===== src/hdl/lwkr_pkg.sv =====
// Shared constants, types and sequencer states for the longest window block.
package lwkr_pkg;

   localparam int MAX_LEN = 4096;
   localparam int ALPHA   = 26;
   localparam int LEN_W   = 13;
   localparam int LTR_W   = 5;
   localparam int ADDR_W  = $clog2(MAX_LEN);
   localparam int IDX_W   = $clog2(ALPHA);

   typedef logic [LEN_W-1:0] len_type;
   typedef logic [LTR_W-1:0] ltr_type;

   localparam len_type MAX_LEN_L = LEN_W'(MAX_LEN);
   localparam ltr_type ALPHA_L   = LTR_W'(ALPHA);
   localparam logic [IDX_W-1:0] LAST_IDX = IDX_W'(ALPHA - 1);

   typedef enum logic [2:0] {
      ST_IDLE,
      ST_ADD,
      ST_CHECK,
      ST_READ,
      ST_SCAN,
      ST_DONE
   } st_type;

   typedef struct packed {
      logic    clear;
      logic    inc;
      logic    dec;
      ltr_type addr;
   } cnt_op_type;

   typedef struct packed {
      logic              we;
      logic [ADDR_W-1:0] waddr;
      ltr_type           wdata;
      logic [ADDR_W-1:0] raddr;
   } hist_req_type;

   typedef struct packed {
      len_type best;
      len_type win;
      logic    ovf;
   } result_type;

endpackage


===== src/hdl/lwkr_counts.sv =====
// Per-letter window counters with one shared read, increment and decrement port.
module lwkr_counts import lwkr_pkg::*; (
   input  logic       clock,
   input  logic       reset,
   input  cnt_op_type op,
   output len_type    rd_count
);

   len_type cnt_ff [ALPHA];
   len_type cnt_in;
   logic    in_range;

   assign in_range = (op.addr < ALPHA_L);

   always_comb begin
      rd_count = '0;
      if (in_range) begin
         rd_count = cnt_ff[op.addr[IDX_W-1:0]];
      end
   end

   always_comb begin
      cnt_in = rd_count;
      if (op.inc) begin
         cnt_in = rd_count + len_type'(1);
      end else if (op.dec && (rd_count != '0)) begin
         cnt_in = rd_count - len_type'(1);
      end
   end

   always_ff @(posedge clock) begin
      if (reset || op.clear) begin
         for (int i = 0; i < ALPHA; i++) begin
            cnt_ff[i] <= '0;
         end
      end else if ((op.inc || op.dec) && in_range) begin
         cnt_ff[op.addr[IDX_W-1:0]] <= cnt_in;
      end
   end

endmodule


===== config.mk =====
export PLATFORM = sky130hd
export DESIGN_NAME = lwkr_counts
export DESIGN_NICKNAME = d
export VERILOG_FILES = /design/src/hdl/lwkr_pkg.sv /design/src/hdl/lwkr_counts.sv
export SDC_FILE = /design/constraint.sdc
export NUM_CORES = 1
export LEC_CHECK = 0
export ABC_CLOCK_PERIOD_IN_PS = 6970
export BUFFER_PORTS_ARGS = -buffer_cell sky130_fd_sc_hd__buf_2
export CAP_MARGIN = 25
export CORE_UTILIZATION = 63
export CTS_BUF_LIST = sky130_fd_sc_hd__clkbuf_4 sky130_fd_sc_hd__clkbuf_8 sky130_fd_sc_hd__clkbuf_16
export DETAILED_ROUTE_END_ITERATION = 10
export PLACE_DENSITY = 0.8
export SLEW_MARGIN = 40
export SYNTH_ARGS = -nofsm -noshare
export SYNTH_HDL_FRONTEND = slang
export SYNTH_SLANG_ARGS = --single-unit

===== constraint.sdc =====
create_clock -name clock -period 6.97 [get_ports clock]
set_clock_uncertainty 0.15 [all_clocks]
set_input_delay 2.091 -clock clock [delete_from_list [all_inputs] [get_ports clock]]
set_output_delay 2.091 -clock clock [all_outputs]
set_load 0.1 [all_outputs]

=== Word level (Yosys, flattened, before mapping) ===
Memories as Yosys holds them, arrays and structs flattened.
Index checks and enable logic that the tools add are counted.

* Flip-flop bits (word level): 0
* RAM bits: 338
* Output and inout port bits: 13
* Memories: 1

* $add $sub $neg: 2
* Magnitude comparators: 1
* Multiplexer cells: 11
* Reduce and logical (&&, ||, !) cells: 6

{| class="wikitable"
|+ Memory list
! memory !! depth !! bits a word !! read ports !! clocked after Yosys merged registers in !! write ports !! line !! text
|-
| cnt_ff || 26 || 13 || 1 || 0 || 26 || lwkr_counts.sv:9 || <nowiki>len_type cnt_ff [ALPHA];</nowiki>
|}

{| class="wikitable"
|+ Operators by type and width
! operator !! number
|-
| 13-bit 2-to-1 mux || 4
|-
| 13-bit by 1-bit adder with 13-bit output, second input constant || 1
|-
| 13-bit nonzero test || 1
|-
| 13-bit OR reduction || 1
|-
| 13-bit by 1-bit subtractor with 13-bit output, second input constant || 1
|-
| 1-bit 2-to-1 mux || 6
|-
| 5-bit < comparator, second input constant || 1
|-
| 5-bit 2-to-1 mux || 1
|-
| 1-bit logical AND || 2
|-
| 1-bit logical OR || 2
|}

=== Depth between registers and ports, before layout ===
* Depth after elaboration: 7
* Depth in mapped cells: 18
* Gate-level depth less buffers: 12

=== Least setup slack after synthesis ===
OpenSTA, ideal clock, no wires.

* Path kind: input-to-reg
* Start: in op[0] in the netlist's numbering
* End: mem cnt_ff[26][10] in the netlist's numbering, data pin
* Setup time: 0.285 ns
* Arrival time: 6.844 ns
* Data required time: 6.535 ns
* Path slack: -0.309 ns
* Stages on the path: 14
* Path buffers: 4
* Path through: buf_2 or4b_2 buf_2 o22ai_1 nor4_1 a21oi_1 ha_1 nand4_1 or3_1 a211oi_1 or3_1 buf_2 buf_2 nand2_1

{| class="wikitable"
|+ RTL lines
! item !! line !! text
|-
| from (decl) || lwkr_counts.sv:5 || <nowiki>input cnt_op_type op,</nowiki>
|-
| to (decl) || lwkr_counts.sv:9 ||
|}

=== Worst setup path after layout ===
* Start: in op[1] in the netlist's numbering
* End: out rd_count[4]

* Cells in the longest elaborated chain, start to end: 2
* Elaborated cells between the ends (all ways): 3

{| class="wikitable"
|+ RTL lines
! item !! line !! text
|-
| memory read 26 x 13 bit / 5-bit < comparator (equally long branches) || n/a ||
|-
| 13-bit 2-to-1 mux * || lwkr_counts.sv:17 || <nowiki>if (in_range) begin</nowiki>
|-
| to (decl) || lwkr_counts.sv:6 || <nowiki>output len_type rd_count</nowiki>
|}

Mark *: on every way between the ends. The rest lies on a longest branch, timed or not.

==> flow_summary.toml <==
[floorplanning]
die_width_um = 175
coreArea_mm2 = 0.0296
pin_count = 23
dieArea_mm2 = 0.0308
die_y_um = 175
initial_core_util_pct = 63.9
rows = 63

[synthesis]
ys_dominant_reg_cell = "edfxtp_1"
syn_avg_cell_area_um2 = 13.1
ys_warn_count = 0
synth-edff-count = 416
yosysUniqueCellTypes = 70
async_flop_share_pct = 0
ys_ff_latch = 416
syn_inst = 1441
ys_seq_area_share_pct = 65.9
synth_area_mm2 = 0.0189

[sta]
fin_ws_ps = 8.66
period_share_pct = 99.9
tightest_slew_ps = 772
timing.setup.tns_ps = 0
min_period_ps = 6960
max_slew_margin_pct = 48.4
timing.fmax_mhz = 144
holdWs_ps = 1270
final-setup-viol-count = 0
rsz0062_at_grt = "false"
hold_violations = 0
slew_violations = 0

[routing]
firstDrtPassIters = 8
drc = 0
avgViaCountPerCell = 6.59
vias = 13300
drt.antenna.violating_nets = 0
drt-initial-drc-count = 2225
drt-total-wl_um = 56400
post_drt_wl_per_cell_um = 27.9

[final_layout]
final_common_cell = "edfxtp_1"
largest_reg_flops = 416
stdcell_count = 2023
layout.nets = 1619
drive_gt1_share_pct = 17.3
fin_util_pct = 73.7
most-common-layout-cells = "edfxtp_1, nor2_1, mux2i_1"
diodes = 0
largest_register = "cnt_ff"
postLayoutCellArea_mm2 = 0.0219
area_growth_pct = 15.4
reg_top3 = "cnt_ff x416"

[power_and_ir_drop]
p_comb_share_pct = 15.3
switchingPower_mw = 1.59
p_int_mw = 4.41
power_density_mw_per_mm2 = 275
switching_share_pct = 26.5
leakage_nw = 8.65
p_seq_share_pct = 49.5
clkPwrFrac_pct = 35.3
p_total_mw = 6.00
vdd_ir_drop_max_mv = 0.213

[place]
place_inst = 1953
post-dp-hpwl_um = 38700
post_dp_cell_area_mm2 = 0.0206
globalplace.congestion = 1.03
dp_slack_ps = 180
io_buffers = 22

[setup_path]
cp.arrival_ps = 4720
r2r-end = "cnt_ff[5][5]"
cp.required_ps = 4730
cp-startpoint = "op[1]"
path_class = "in2out"
end_kind = "output port"
r2r_cells = 12
crit_end = "rd_count[4]"
cp-start-kind = "input pin"
crit_fanout = 40
r2r-start = "cnt_ff[14][4]"
ff2ff_setup_slack_ps = 2720

[global_routing]
grt_pass1_vias = 12600
grt_pass1_wl_um = 81700
grt_overflow = 0
antenna_found_initial = 1
grt_max_degree = 41
grtUsageTotal_pct = 37.2

[flow_run]
maxCapViolCount = 0

[clock_network]
htree_num_levels = 2
cts_tree = "built"
cts_buffers = 42
cts_buffer_depth = 3
root_buffer = "clkbuf_16"
clk_latency_ps = 540
path_clk_slew_ps = 60
cts-hold-fix-buffers = 0
cts.sinks = 416

[hold_path]
hold_class = "reg2reg"

[status]
status = "completed"
final cells by class:
class,count,area (µm²)
Fill cell,1926,7780
Tap cell,390,488
Timing Repair Buffer,161,1400
Inverter,24,90.1
Clock inverter,22,158
Clock buffer,48,1110
Sequential cell,416,12500
Multi-Input combinational cell,962,6110
power by group through the flow:
stage	combinational [mW]	sequential, mW	clock, mW
6_report	0.917	2.97	2.12
5_1_grt	0.943	2.98	2.21
4_1_cts	0.892	2.97	2.12
3_5_place_dp	0.887	3.02	0
3_3_place_gp	0.879	3.01	0
2_1_floorplan	0.512	3.00	0
metal layers:
metal	part of all wire, %	GRT usage (%)
met1	35	50.6
met2	46	57.7
met3	14	8.87
met4	4.7	16.1
met5	0	0
logic make-up after synthesis:
kind of cell / Yosys count / share of synthesized area, %
flip-flops: 416 / 65.9
multiplexers: 206 / 11.5
other: 1 / 0.0198
AO/OA/AOI/OAI: 207 / 7.35
adder cells (fa/ha/maj): 2 / 0.132
XOR/XNOR: 4 / 0.304
buffers and inverters: 140 / 3.68
AND/OR/NAND/NOR: 465 / 11.1
critical path, cell delays in order:
cell and delay, ps:
buf_8 340, buf_4 330, mux2i_1 430, o22ai_1 310, nor4_1 450, buf_4 210
nand2_1 70, nand2_1 140, inv_1 40, buf_2 280
cells in the mapped netlist, types with 3 or more instances:
cell type / instances / area share, %
a211oi_1: 5 / 0.20
a21oi_1: 44 / 1.2
a21oi_2: 19 / 0.88
a31oi_1: 6 / 0.20
and2_1: 3 / 0.099
and3b_1: 3 / 0.14
buf_2: 38 / 1.0
buf_4: 9 / 0.36
buf_6: 12 / 0.71
clkbuf_1: 55 / 1.1
edfxtp_1: 416 / 66
inv_1: 22 / 0.44
mux2i_1: 195 / 10
mux4_2: 9 / 1.1
nand2_1: 78 / 1.5
nand3_1: 9 / 0.24
nand4_1: 6 / 0.20
nand4b_1: 4 / 0.18
nand4bb_1: 5 / 0.30
nor2_1: 297 / 5.9
nor3_1: 7 / 0.18
nor3b_1: 4 / 0.16
nor4_1: 22 / 0.73
o21ai_0: 3 / 0.079
o22ai_1: 104 / 3.4
o41a_1: 3 / 0.18
or3_1: 3 / 0.099
or4_1: 4 / 0.16
or4b_2: 3 / 0.16
xnor2_2: 3 / 0.26
worst min-delay path by stage:
stage | from | end | slack [ps] | cells after the start
after floorplan | cnt_ff[5][4] | cnt_ff[0][4] | 910 | 6
after global placement | cnt_ff[8][4] | cnt_ff[25][4] | 1140 | 7
after global routing | cnt_ff[8][4] | cnt_ff[24][4] | 1310 | 7
final | cnt_ff[8][4] | cnt_ff[11][4] | 1270 | 7
after detailed placement | cnt_ff[8][4] | cnt_ff[15][4] | 1180 | 7
after CTS | cnt_ff[8][4] | cnt_ff[13][4] | 1200 | 7
timing repair:
action	CTS	global route
buffers inserted	0	0
setup endpoints to repair	0	2
gates resized for setup	0	2
Note: power is estimated with default switching activity, not from simulation.
