**src/hdl/lwkr_pkg.sv**
```systemverilog
// Shared constants, types and sequencer states for the longest window block.
package lwkr_pkg;

   localparam int MAX_LEN = 4096;
   localparam int ALPHA   = 26;
   localparam int LEN_W   = 13;
   localparam int LTR_W   = 5;
   localparam int ADDR_W  = $clog2(MAX_LEN);
   localparam int IDX_W   = $clog2(ALPHA);

   typedef logic [LEN_W-1:0] len_type;
   typedef logic [LTR_W-1:0] ltr_type;

   localparam len_type MAX_LEN_L = LEN_W'(MAX_LEN);
   localparam ltr_type ALPHA_L   = LTR_W'(ALPHA);
   localparam logic [IDX_W-1:0] LAST_IDX = IDX_W'(ALPHA - 1);

   typedef enum logic [2:0] {
      ST_IDLE,
      ST_ADD,
      ST_CHECK,
      ST_READ,
      ST_SCAN,
      ST_DONE
   } st_type;

   typedef struct packed {
      logic    clear;
      logic    inc;
      logic    dec;
      ltr_type addr;
   } cnt_op_type;

   typedef struct packed {
      logic              we;
      logic [ADDR_W-1:0] waddr;
      ltr_type           wdata;
      logic [ADDR_W-1:0] raddr;
   } hist_req_type;

   typedef struct packed {
      len_type best;
      len_type win;
      logic    ovf;
   } result_type;

endpackage

```
**src/hdl/lwkr_seq.sv**
```systemverilog
// Sequencer and window datapath: add, shrink check, left-end removal, count scan.
module lwkr_seq import lwkr_pkg::*; (
   input  logic         clock,
   input  logic         reset,
   input  logic         req_valid,
   input  ltr_type      req_letter,
   input  logic         req_first,
   output logic         req_ready,
   input  len_type      max_rep,
   output hist_req_type hist_req,
   input  ltr_type      hist_rd,
   output cnt_op_type   cnt_op,
   input  len_type      rd_count,
   input  logic         out_free,
   output logic         res_load,
   output result_type   res
);

   st_type            state_ff, state_in;
   ltr_type           letter_ff, letter_in;
   len_type           start_ff, start_in;
   len_type           pos_ff, pos_in;
   len_type           best_ff, best_in;
   logic              ovf_ff, ovf_in;
   len_type           max_ff, max_in;
   logic [IDX_W-1:0]  idx_ff, idx_in;
   len_type           acc_ff, acc_in;

   len_type           win;
   len_type           cnt_plus;
   len_type           scan_max;
   logic              shrink;
   logic              accept;
   logic              skip_letter;
   logic              full;

   assign win         = pos_ff - start_ff;
   assign cnt_plus    = rd_count + len_type'(1);
   assign scan_max    = (rd_count > acc_ff) ? rd_count : acc_ff;
   assign shrink      = ({1'b0, win} > ({1'b0, max_ff} + {1'b0, max_rep}))
                        && (start_ff != pos_ff);
   assign accept      = req_valid && req_ready;
   assign skip_letter = (letter_ff >= ALPHA_L);
   assign full        = (pos_ff == MAX_LEN_L);

   // next state
   always_comb begin
      state_in = state_ff;
      unique case (state_ff)
         ST_IDLE: begin
            if (req_valid) state_in = ST_ADD;
         end
         ST_ADD: begin
            state_in = (skip_letter || full) ? ST_DONE : ST_CHECK;
         end
         ST_CHECK: begin
            state_in = shrink ? ST_READ : ST_DONE;
         end
         ST_READ: begin
            state_in = (rd_count == max_ff) ? ST_SCAN : ST_CHECK;
         end
         ST_SCAN: begin
            if (idx_ff == LAST_IDX) state_in = ST_CHECK;
         end
         ST_DONE: begin
            if (out_free) state_in = ST_IDLE;
         end
         default: state_in = ST_IDLE;
      endcase
   end

   // outputs
   always_comb begin
      req_ready      = 1'b0;
      res_load       = 1'b0;
      cnt_op         = '0;
      cnt_op.addr    = letter_ff;
      hist_req       = '0;
      hist_req.waddr = pos_ff[ADDR_W-1:0];
      hist_req.wdata = letter_ff;
      hist_req.raddr = start_ff[ADDR_W-1:0];
      unique case (state_ff)
         ST_IDLE: begin
            req_ready    = 1'b1;
            cnt_op.clear = req_valid && req_first;
         end
         ST_ADD: begin
            cnt_op.inc  = !(skip_letter || full);
            hist_req.we = !(skip_letter || full);
         end
         ST_READ: begin
            cnt_op.addr = hist_rd;
            cnt_op.dec  = 1'b1;
         end
         ST_SCAN: begin
            cnt_op.addr = LTR_W'(idx_ff);
         end
         ST_DONE: begin
            res_load = out_free;
         end
         default: begin
            req_ready = 1'b0;
         end
      endcase
   end

   // datapath
   always_comb begin
      letter_in = letter_ff;
      start_in  = start_ff;
      pos_in    = pos_ff;
      best_in   = best_ff;
      ovf_in    = ovf_ff;
      max_in    = max_ff;
      idx_in    = idx_ff;
      acc_in    = acc_ff;
      unique case (state_ff)
         ST_IDLE: begin
            if (accept) begin
               letter_in = req_letter;
               if (req_first) begin
                  start_in = '0;
                  pos_in   = '0;
                  best_in  = '0;
                  ovf_in   = 1'b0;
                  max_in   = '0;
               end
            end
         end
         ST_ADD: begin
            if (!skip_letter) begin
               if (full) begin
                  ovf_in = 1'b1;
               end else begin
                  pos_in = pos_ff + len_type'(1);
                  if (cnt_plus > max_ff) max_in = cnt_plus;
               end
            end
         end
         ST_CHECK: begin
            if (!shrink && (win > best_ff)) best_in = win;
         end
         ST_READ: begin
            start_in = start_ff + len_type'(1);
            idx_in   = '0;
            acc_in   = '0;
         end
         ST_SCAN: begin
            acc_in = scan_max;
            idx_in = idx_ff + IDX_W'(1);
            if (idx_ff == LAST_IDX) max_in = scan_max;
         end
         ST_DONE: begin
            letter_in = letter_ff;
         end
         default: begin
            letter_in = letter_ff;
         end
      endcase
   end

   always_ff @(posedge clock) begin
      if (reset) begin
         state_ff <= ST_IDLE;
         start_ff <= '0;
         pos_ff   <= '0;
         best_ff  <= '0;
         ovf_ff   <= 1'b0;
         max_ff   <= '0;
         idx_ff   <= '0;
      end else begin
         state_ff <= state_in;
         start_ff <= start_in;
         pos_ff   <= pos_in;
         best_ff  <= best_in;
         ovf_ff   <= ovf_in;
         max_ff   <= max_in;
         idx_ff   <= idx_in;
      end
   end

   always_ff @(posedge clock) begin
      letter_ff <= letter_in;
      acc_ff    <= acc_in;
   end

   assign res.best = best_ff;
   assign res.win  = win;
   assign res.ovf  = ovf_ff;

endmodule

```
**config.mk**
```make
export PLATFORM = sky130hd
export DESIGN_NAME = lwkr_seq
export DESIGN_NICKNAME = d
export VERILOG_FILES = /design/src/hdl/lwkr_pkg.sv /design/src/hdl/lwkr_seq.sv
export SDC_FILE = /design/constraint.sdc
export NUM_CORES = 1
export LEC_CHECK = 0
export BUFFER_PORTS_ARGS = -buffer_cell sky130_fd_sc_hd__buf_2
export CORE_ASPECT_RATIO = 0.75
export CORE_UTILIZATION = 45
export CTS_CLUSTER_SIZE = 16
export DETAILED_ROUTE_END_ITERATION = 7
export PLACE_DENSITY = 0.72
export SYNTH_ARGS = -nofsm -noshare
export SYNTH_HDL_FRONTEND = slang
export SYNTH_SLANG_ARGS = --single-unit
```
**constraint.sdc**
```tcl
create_clock -name clock -period 4.9 [get_ports clock]
set_input_delay 0 -clock clock [delete_from_list [all_inputs] [get_ports clock]]
set_output_delay 0 -clock clock [all_outputs]
set_load 0.05 [all_outputs]
```
; ---- After elaboration in Yosys (flattened, before gate mapping)
; Index checks and enable logic that the tools add are counted.
[classes]
add_sub_neg = 6
eq_ne = 19
reduce_logical = 20
order_cmp = 5
mux = 34
[op_table]
columns = operator, n
row1 = $mux 13, 10
row2 = $pmux 13 s2, 4
row3 = $add 13x1->13 const B, 3
row4 = $gt 13x13->1, 3
row5 = $pmux 13 s3, 1
row6 = $ne 2x2->1 const B, 10
row7 = $pmux 5 s2, 2
row8 = $mux 3, 6
row9 = $pmux 3 s6, 1
row10 = $add 13x13->14, 1
row11 = $gt 13x14->1, 1
row12 = $eq 13x13->1, 1
row13 = $eq 13x13->1 const B, 1
row14 = $ne 13x13->1, 1
row15 = $sub 13x13->13, 1
row16 = $reduce_and 5->1, 2
row17 = $mux 1, 9
row18 = $reduce_bool 2->1, 4
row19 = $reduce_and 7->1, 1
row20 = $eq 3x2->1 const B, 2
row21 = $eq 3x3->1 const B, 2
row22 = $reduce_and 3->1, 2
row23 = $add 5x1->5 const B, 1
row24 = $eq 5x5->1 const B, 1
row25 = other kinds (10), 14
[totals]
wordCells = 93
inputBits = 41
reg_bits = 79
out_inout_bits = 67

; ---- Logic depth before layout (Yosys ltp)
[depth]
depth_word = 7
depth_mapped = 22
ltp_nobuf = 21

; ---- Least setup slack after synthesis
; No wires, ideal clock.
[synth_timing]
kind = reg-to-reg
start = reg pos_ff[0]
end = reg best_ff[12]
synth_period_minus_slack_ns = 5.032
n_path_buf = 1
setup_slack_ns = -0.132
setup_time_ns = 0.119
t_arrival_ns = 4.914
required_time_ns = 4.781
path_stages_with_launch = 23
path_cell_list = dfxtp_1 > inv_1 > ha_1 > fa_1 > nor2b_1 > o21ai_0 > a21oi_1 > or3_1 > a31oi_1 > o21bai_1 > a21oi_1 > xnor2_1 > ha_1 > nand3_1 > nor4_1 > o31ai_1 > a21oi_1 > nand2_1 > a221oi_2 > o211ai_2 > and2_4 > buf_6 > a22o_1
[synth_lines]
columns = item, line
row1 = start: declaration, lwkr_seq.sv:22  ; len_type pos_ff, pos_in;
row2 = start signal: assignment, lwkr_seq.sv:174  ; pos_ff <= pos_in;
row3 = end signal: assignment, lwkr_seq.sv:175  ; best_ff <= best_in;
row4 = end: declaration, lwkr_seq.sv:23  ; len_type best_ff, best_in;

; ---- Worst setup path in the final report
[layout_timing]
start = reg max_ff[0]
end = reg best_ff[12]
[layout_via]
elab_chain_cells = 7
[layout_rtl]
columns = item, line
row1 = start: declaration, lwkr_seq.sv:25  ; len_type max_ff, max_in;
row2 = start signal: assignment, lwkr_seq.sv:177  ; max_ff <= max_in;
row3 = $add 13x13->14, lwkr_seq.sv:40  ; assign shrink = ({1'b0, win} > ({1'b0, max_ff} + {1'b0, max_rep}))
row4 = $gt 13x14->1, lwkr_seq.sv:40
row5 = $logic_and 1x1->1, lwkr_seq.sv:41  ; && (start_ff != pos_ff);
row6 = $logic_not 1->1, lwkr_seq.sv:141  ; if (!shrink && (win > best_ff)) best_in = win;
row7 = $logic_and 1x1->1, lwkr_seq.sv:141
row8 = $ne 2x2->1 (no line), --
row9 = $reduce_and 4->1 (no line), --
; No other way between the ends.
; A chain may end at the register's enable or synchronous reset.

==> summary by stage <==
Setup path
The most frequent cell on the critical path is sky130_fd_sc_hd__a21oi_1. Along the worst path, the maximum fanout reaches 6. Data on the critical path is required at its endpoint by about 5100 ps. The data arrival time at the worst-slack endpoint is 4870 ps. The number of buffers and inverters on the critical path is 0.

The startpoint type of the worst setup path is a register. The kind of end point of the critical path is a register. The worst setup path is of the register to register kind. Among all stages on the critical path, the largest delay is contributed by sky130_fd_sc_hd__fa_1.

The peak per-stage delay on the critical path is about 420 ps. The gate family responsible for the most delay along the worst path is compound AO/OA/AOI/OAI gates. Traced cell by cell, the critical path runs through ha_1 -> fa_1 -> a21o_1 -> a21oi_2 -> o21bai_1 -> a21oi_1 -> o21ai_0 -> a41o_1 -> a21o_1 -> a21oi_1 -> xor2_1 -> ha_1 -> nand3_1 -> o41ai_1 -> o31ai_1 -> a21oi_1 -> nand2_1 -> a221oi_2 -> o211ai_2 -> and2_4 -> a22o_1.

Outcome
The flow ran to the end, and the final reports show no timing, DRC or antenna violations.

Global route
The total congestion overflow after global routing is 0. The global routing usage summed across all routing layers is 0.230. The first global-routing pass estimated approximately 27000 um of wire. The initial antenna violation count is 0. The via count of the first global-routing pass is around 5.2k. Entering global routing, the biggest net connects 30 pins.

Die
In this run the vertical extent of the chip is between 100 and 150 um. The floorplan has 37 rows. The die width is roughly 140 um. The top-level port count is roughly 110.

The core box area is around 14000 um^2. The initial core utilization is 0.463. The full die area is 14700 um^2.

STA
Setup violations remaining at the end of the flow were counted as 0. The final count of pins violating max slew came to 0. The setup TNS is 0 ps. The clock arrives with 8.68 ps of skew. The highest clock frequency the design can meet is between 0.2 and 0.25 GHz. The post-layout minimum cycle time is approximately 4600 ps. The ratio of final minimum period to clock period is 0.946.

The worst-case headroom to the max-slew limit is 0.322. The slew of the pin with the lowest slew margin is 1020 ps. The total count of hold-check failures in the final report is 0.

Route
The total detailed-routing wirelength is around 17000 um. The number of iterations in the first detailed-routing pass is 5. After detailed routing, the number of remaining DRC violations is 0. The remaining antenna violation count is 0. The post-detailed-route wirelength per cell is 16.0 um. The average via count per standard cell is 5.54. The DRC violation total after the first TritonRoute iteration is a little over 300. Summing over every cut layer, the via total after detailed routing is between 5k and 6k.

Synthesis
The library cell with the largest summed area after synthesis is sky130_fd_sc_hd__dfxtp_1. The portion of synthesized area spent on multiplexers is 0.0251. After synthesis the netlist holds a flip-flop and latch count of 79.

During synthesis, Yosys emitted a total of 0 warnings. The cell area after technology mapping is around 6400 um^2. The area share of the largest cell type after synthesis is 0.191. The post-synthesis average cell area is 8.33 um^2. The arithmetic-cell share of the synthesized area counting full adders, half adders and majority gates is 0.165. The prevailing post-synth register cell is sky130_fd_sc_hd__dfxtp_1. The xor/xnor share of the synthesized area is 0.0878. The synthesized-area fraction occupied by and/or/nand/nor cells is 0.185. Yosys mapped a number of flops with a built-in enable equal to 18.

The share of the Yosys chip area taken by registers is 0.276. After synthesis, the largest family of logic cells by area is simple AND/OR/NAND/NOR gates. The cell count after synthesis came out at roughly 770.

The number of nets produced by synthesis is 890. The compound-gate portion of the synthesized area is 0.178. The synthesized netlist contains around 60 unique library cells. For this run, asynchronously set or reset flops after synthesis account for 0. Yosys attributes the largest share of cell area to sky130_fd_sc_hd__dfxtp_1 (19%), sky130_fd_sc_hd__ha_1 (16%), sky130_fd_sc_hd__edfxtp_1 (8.5%).

Place
The half-perimeter wire length after placement is ~13000 um. The cell total after placement is 1009. The routability congestion estimate from global placement is a little under 0.9. The quantity of I/O buffers inserted on ports is 107.

Clock network
After clock tree synthesis, the clock-pin slew on the worst setup and hold paths is 70 ps. TritonCTS built the clock tree. In this run, CTS created clock tree buffers numbering 9. No sink is reached through more buffers than the 2 on the longest clock path. CTS placed an instance of sky130_fd_sc_hd__clkbuf_16 at the clock tree root. The H-tree was split into 3 levels. At the later pin of the worst-skew pair, clock insertion delay measures between 300 and 400 ps. Clock tree synthesis found a total of 79 sinks.

Layout
Registers take ~1800 um^2. In the final layout, the share of cells above drive strength 1 is 0.175. The area used by multi-input combinational logic is 4120 um^2. The number of filler instances in the final layout is approximately 1.3k. The final layout contains approximately 1000 nets.

The area growth from synthesis to layout is 14.7%. For this run, the number of standard cells in the final layout without fillers is 1030. The final antenna diode count is 0.

Power
The worst ir drop on vdd is ~0.18 mV. The power per unit of standard cell area is 320 nW/um^2. In this run the static leakage power is roughly 3.3 nW.

Job
The tool flagged a number of max-cap violations equal to 0.

Worst hold path
The tightest min-delay check is of the input port to register type.
[Yosys cell counts, types with 3 or more instances]
cell type,instances
sky130_fd_sc_hd__or3_1,5
sky130_fd_sc_hd__a22o_1,6
sky130_fd_sc_hd__o21bai_1,6
sky130_fd_sc_hd__nor2b_1,10
sky130_fd_sc_hd__edfxtp_1,18
sky130_fd_sc_hd__o21ai_0,25
sky130_fd_sc_hd__inv_1,66
sky130_fd_sc_hd__nor2_1,88
sky130_fd_sc_hd__a21oi_1,39
sky130_fd_sc_hd__or2_2,5
sky130_fd_sc_hd__a22oi_1,5
sky130_fd_sc_hd__nand3_1,27
sky130_fd_sc_hd__nor3_1,16
sky130_fd_sc_hd__o21a_1,10
sky130_fd_sc_hd__mux2i_1,16
sky130_fd_sc_hd__ha_1,81
sky130_fd_sc_hd__nand2_1,48
sky130_fd_sc_hd__o31ai_1,3
sky130_fd_sc_hd__xnor2_1,40
sky130_fd_sc_hd__and3_1,6
sky130_fd_sc_hd__a2bb2oi_1,11
sky130_fd_sc_hd__nor4_1,8
sky130_fd_sc_hd__o211ai_1,5
sky130_fd_sc_hd__a211oi_1,15
sky130_fd_sc_hd__dfxtp_1,61
sky130_fd_sc_hd__a31oi_1,4
sky130_fd_sc_hd__a2111oi_0,4
sky130_fd_sc_hd__nand4_1,22
sky130_fd_sc_hd__clkbuf_1,16
sky130_fd_sc_hd__xor2_1,24
sky130_fd_sc_hd__a21o_1,8
sky130_fd_sc_hd__buf_4,26
[cells by family after synthesis]
family	after synthesis
flip-flops	79
multiplexers	16
buffers and inverters	113
XOR/XNOR	64
AND/OR/NAND/NOR	248
adder cells (fa/ha/maj)	83
AO/OA/AOI/OAI	163
[where the power goes]
group	internal (W)	total (W)	switching, W
clock	0.000443	0.000737	0.000294
sequential	0.000710	0.000763	0.0000526
combinational	0.000311	0.000838	0.000528
total	0.00146	0.00234	0.000875
[worst register-to-register path, stage by stage, from the launching register on]
cell and delay, ps:
sky130_fd_sc_hd__dfxtp_1 330, sky130_fd_sc_hd__ha_1 230, sky130_fd_sc_hd__fa_1 420, sky130_fd_sc_hd__a21o_1 190
sky130_fd_sc_hd__a21oi_2 180, sky130_fd_sc_hd__o21bai_1 90, sky130_fd_sc_hd__a21oi_1 210, sky130_fd_sc_hd__o21ai_0 130
sky130_fd_sc_hd__a41o_1 280, sky130_fd_sc_hd__a21o_1 170, sky130_fd_sc_hd__a21oi_1 160, sky130_fd_sc_hd__xor2_1 90
sky130_fd_sc_hd__ha_1 310, sky130_fd_sc_hd__nand3_1 170, sky130_fd_sc_hd__o41ai_1 270, sky130_fd_sc_hd__o31ai_1 120
sky130_fd_sc_hd__a21oi_1 180, sky130_fd_sc_hd__nand2_1 90, sky130_fd_sc_hd__a221oi_2 340, sky130_fd_sc_hd__o211ai_2 150
sky130_fd_sc_hd__and2_4 210, sky130_fd_sc_hd__a22o_1 230
[sequential cells by signal (all words and copies together) (netlist names)]
name,flops
max_ff,13
state_ff,3
best_ff,13
ovf_ff,1
letter_ff,5
acc_ff,13
idx_ff,5
start_ff,13
pos_ff,13
[worst paths after layout]
check,slack (ps),from,end,cells after the start
setup / recovery,260,max_ff[0]$_SDFFE_PP0P_,best_ff[12]$_SDFFE_PP0P_,21
hold / removal,50,out_free,state_ff[0]$_SDFFE_PP0P_,4
setup reg to reg,260,max_ff[0]$_SDFFE_PP0P_,best_ff[12]$_SDFFE_PP0P_,21
hold reg to reg,480,ovf_ff$_SDFFE_PP0P_,ovf_ff$_SDFFE_PP0P_,2
[layout by cell type (no fill, tap or decap), types with 22 or more instances in the layout]
master | netlist | layout
sky130_fd_sc_hd__inv_1 | 66 | 66
sky130_fd_sc_hd__nand2_1 | 48 | 48
sky130_fd_sc_hd__o21ai_0 | 25 | 25
sky130_fd_sc_hd__xnor2_1 | 40 | 39
sky130_fd_sc_hd__nand3_1 | 27 | 27
sky130_fd_sc_hd__buf_2 | 2 | 107
sky130_fd_sc_hd__dfxtp_1 | 61 | 61
sky130_fd_sc_hd__ha_1 | 81 | 81
sky130_fd_sc_hd__a21oi_1 | 39 | 38
sky130_fd_sc_hd__nand4_1 | 22 | 22
sky130_fd_sc_hd__nor2_1 | 88 | 88
sky130_fd_sc_hd__xor2_1 | 24 | 24
[routing by layer]
metal,global-route usage,vias to the layer above,share of wire
met5,0,-,0
met4,0.0460,0,0.0082
met3,0.0486,13,0.061
met2,0.340,169,0.42
met1,0.339,2642,0.51
li1,-,2882,-
[stage by stage]
step / worst slack, ps / hold slack, ps / total power, W / instance area, um^2 / util
2_1_floorplan: 76.9 / 98.9 / 0.00139 / 6390 / -
3_3_place_gp: 320 / 176 / 0.00158 / 6920 / 0.501
3_5_place_dp: 159 / 178 / 0.00159 / 6920 / 0.501
4_1_cts: 136 / 29.6 / 0.00233 / 7290 / 0.528
5_1_grt: -7.97 / 79.1 / 0.00247 / 7320 / 0.530
6_report: 264 / 46.3 / 0.00234 / 7320 / 0.530
[final cells by class]
cell class / instances / area share
well taps: 175 / 0.0299
inverters: 67 / 0.0344
multi-input cells: 574 / 0.563
clock buffers: 11 / 0.0361
flip-flops and latches: 79 / 0.241
clock inverters: 5 / 0.00838
repair buffers: 119 / 0.0872
[what timing repair did]
action | in CTS | in global routing
hold endpoints to repair | 5 | 0
buffers inserted | 0 | 0
setup endpoints to repair | 0 | 14
resized for setup | 0 | 5
hold buffers | 5 | 0
Note: power is estimated with default switching activity, not from simulation.
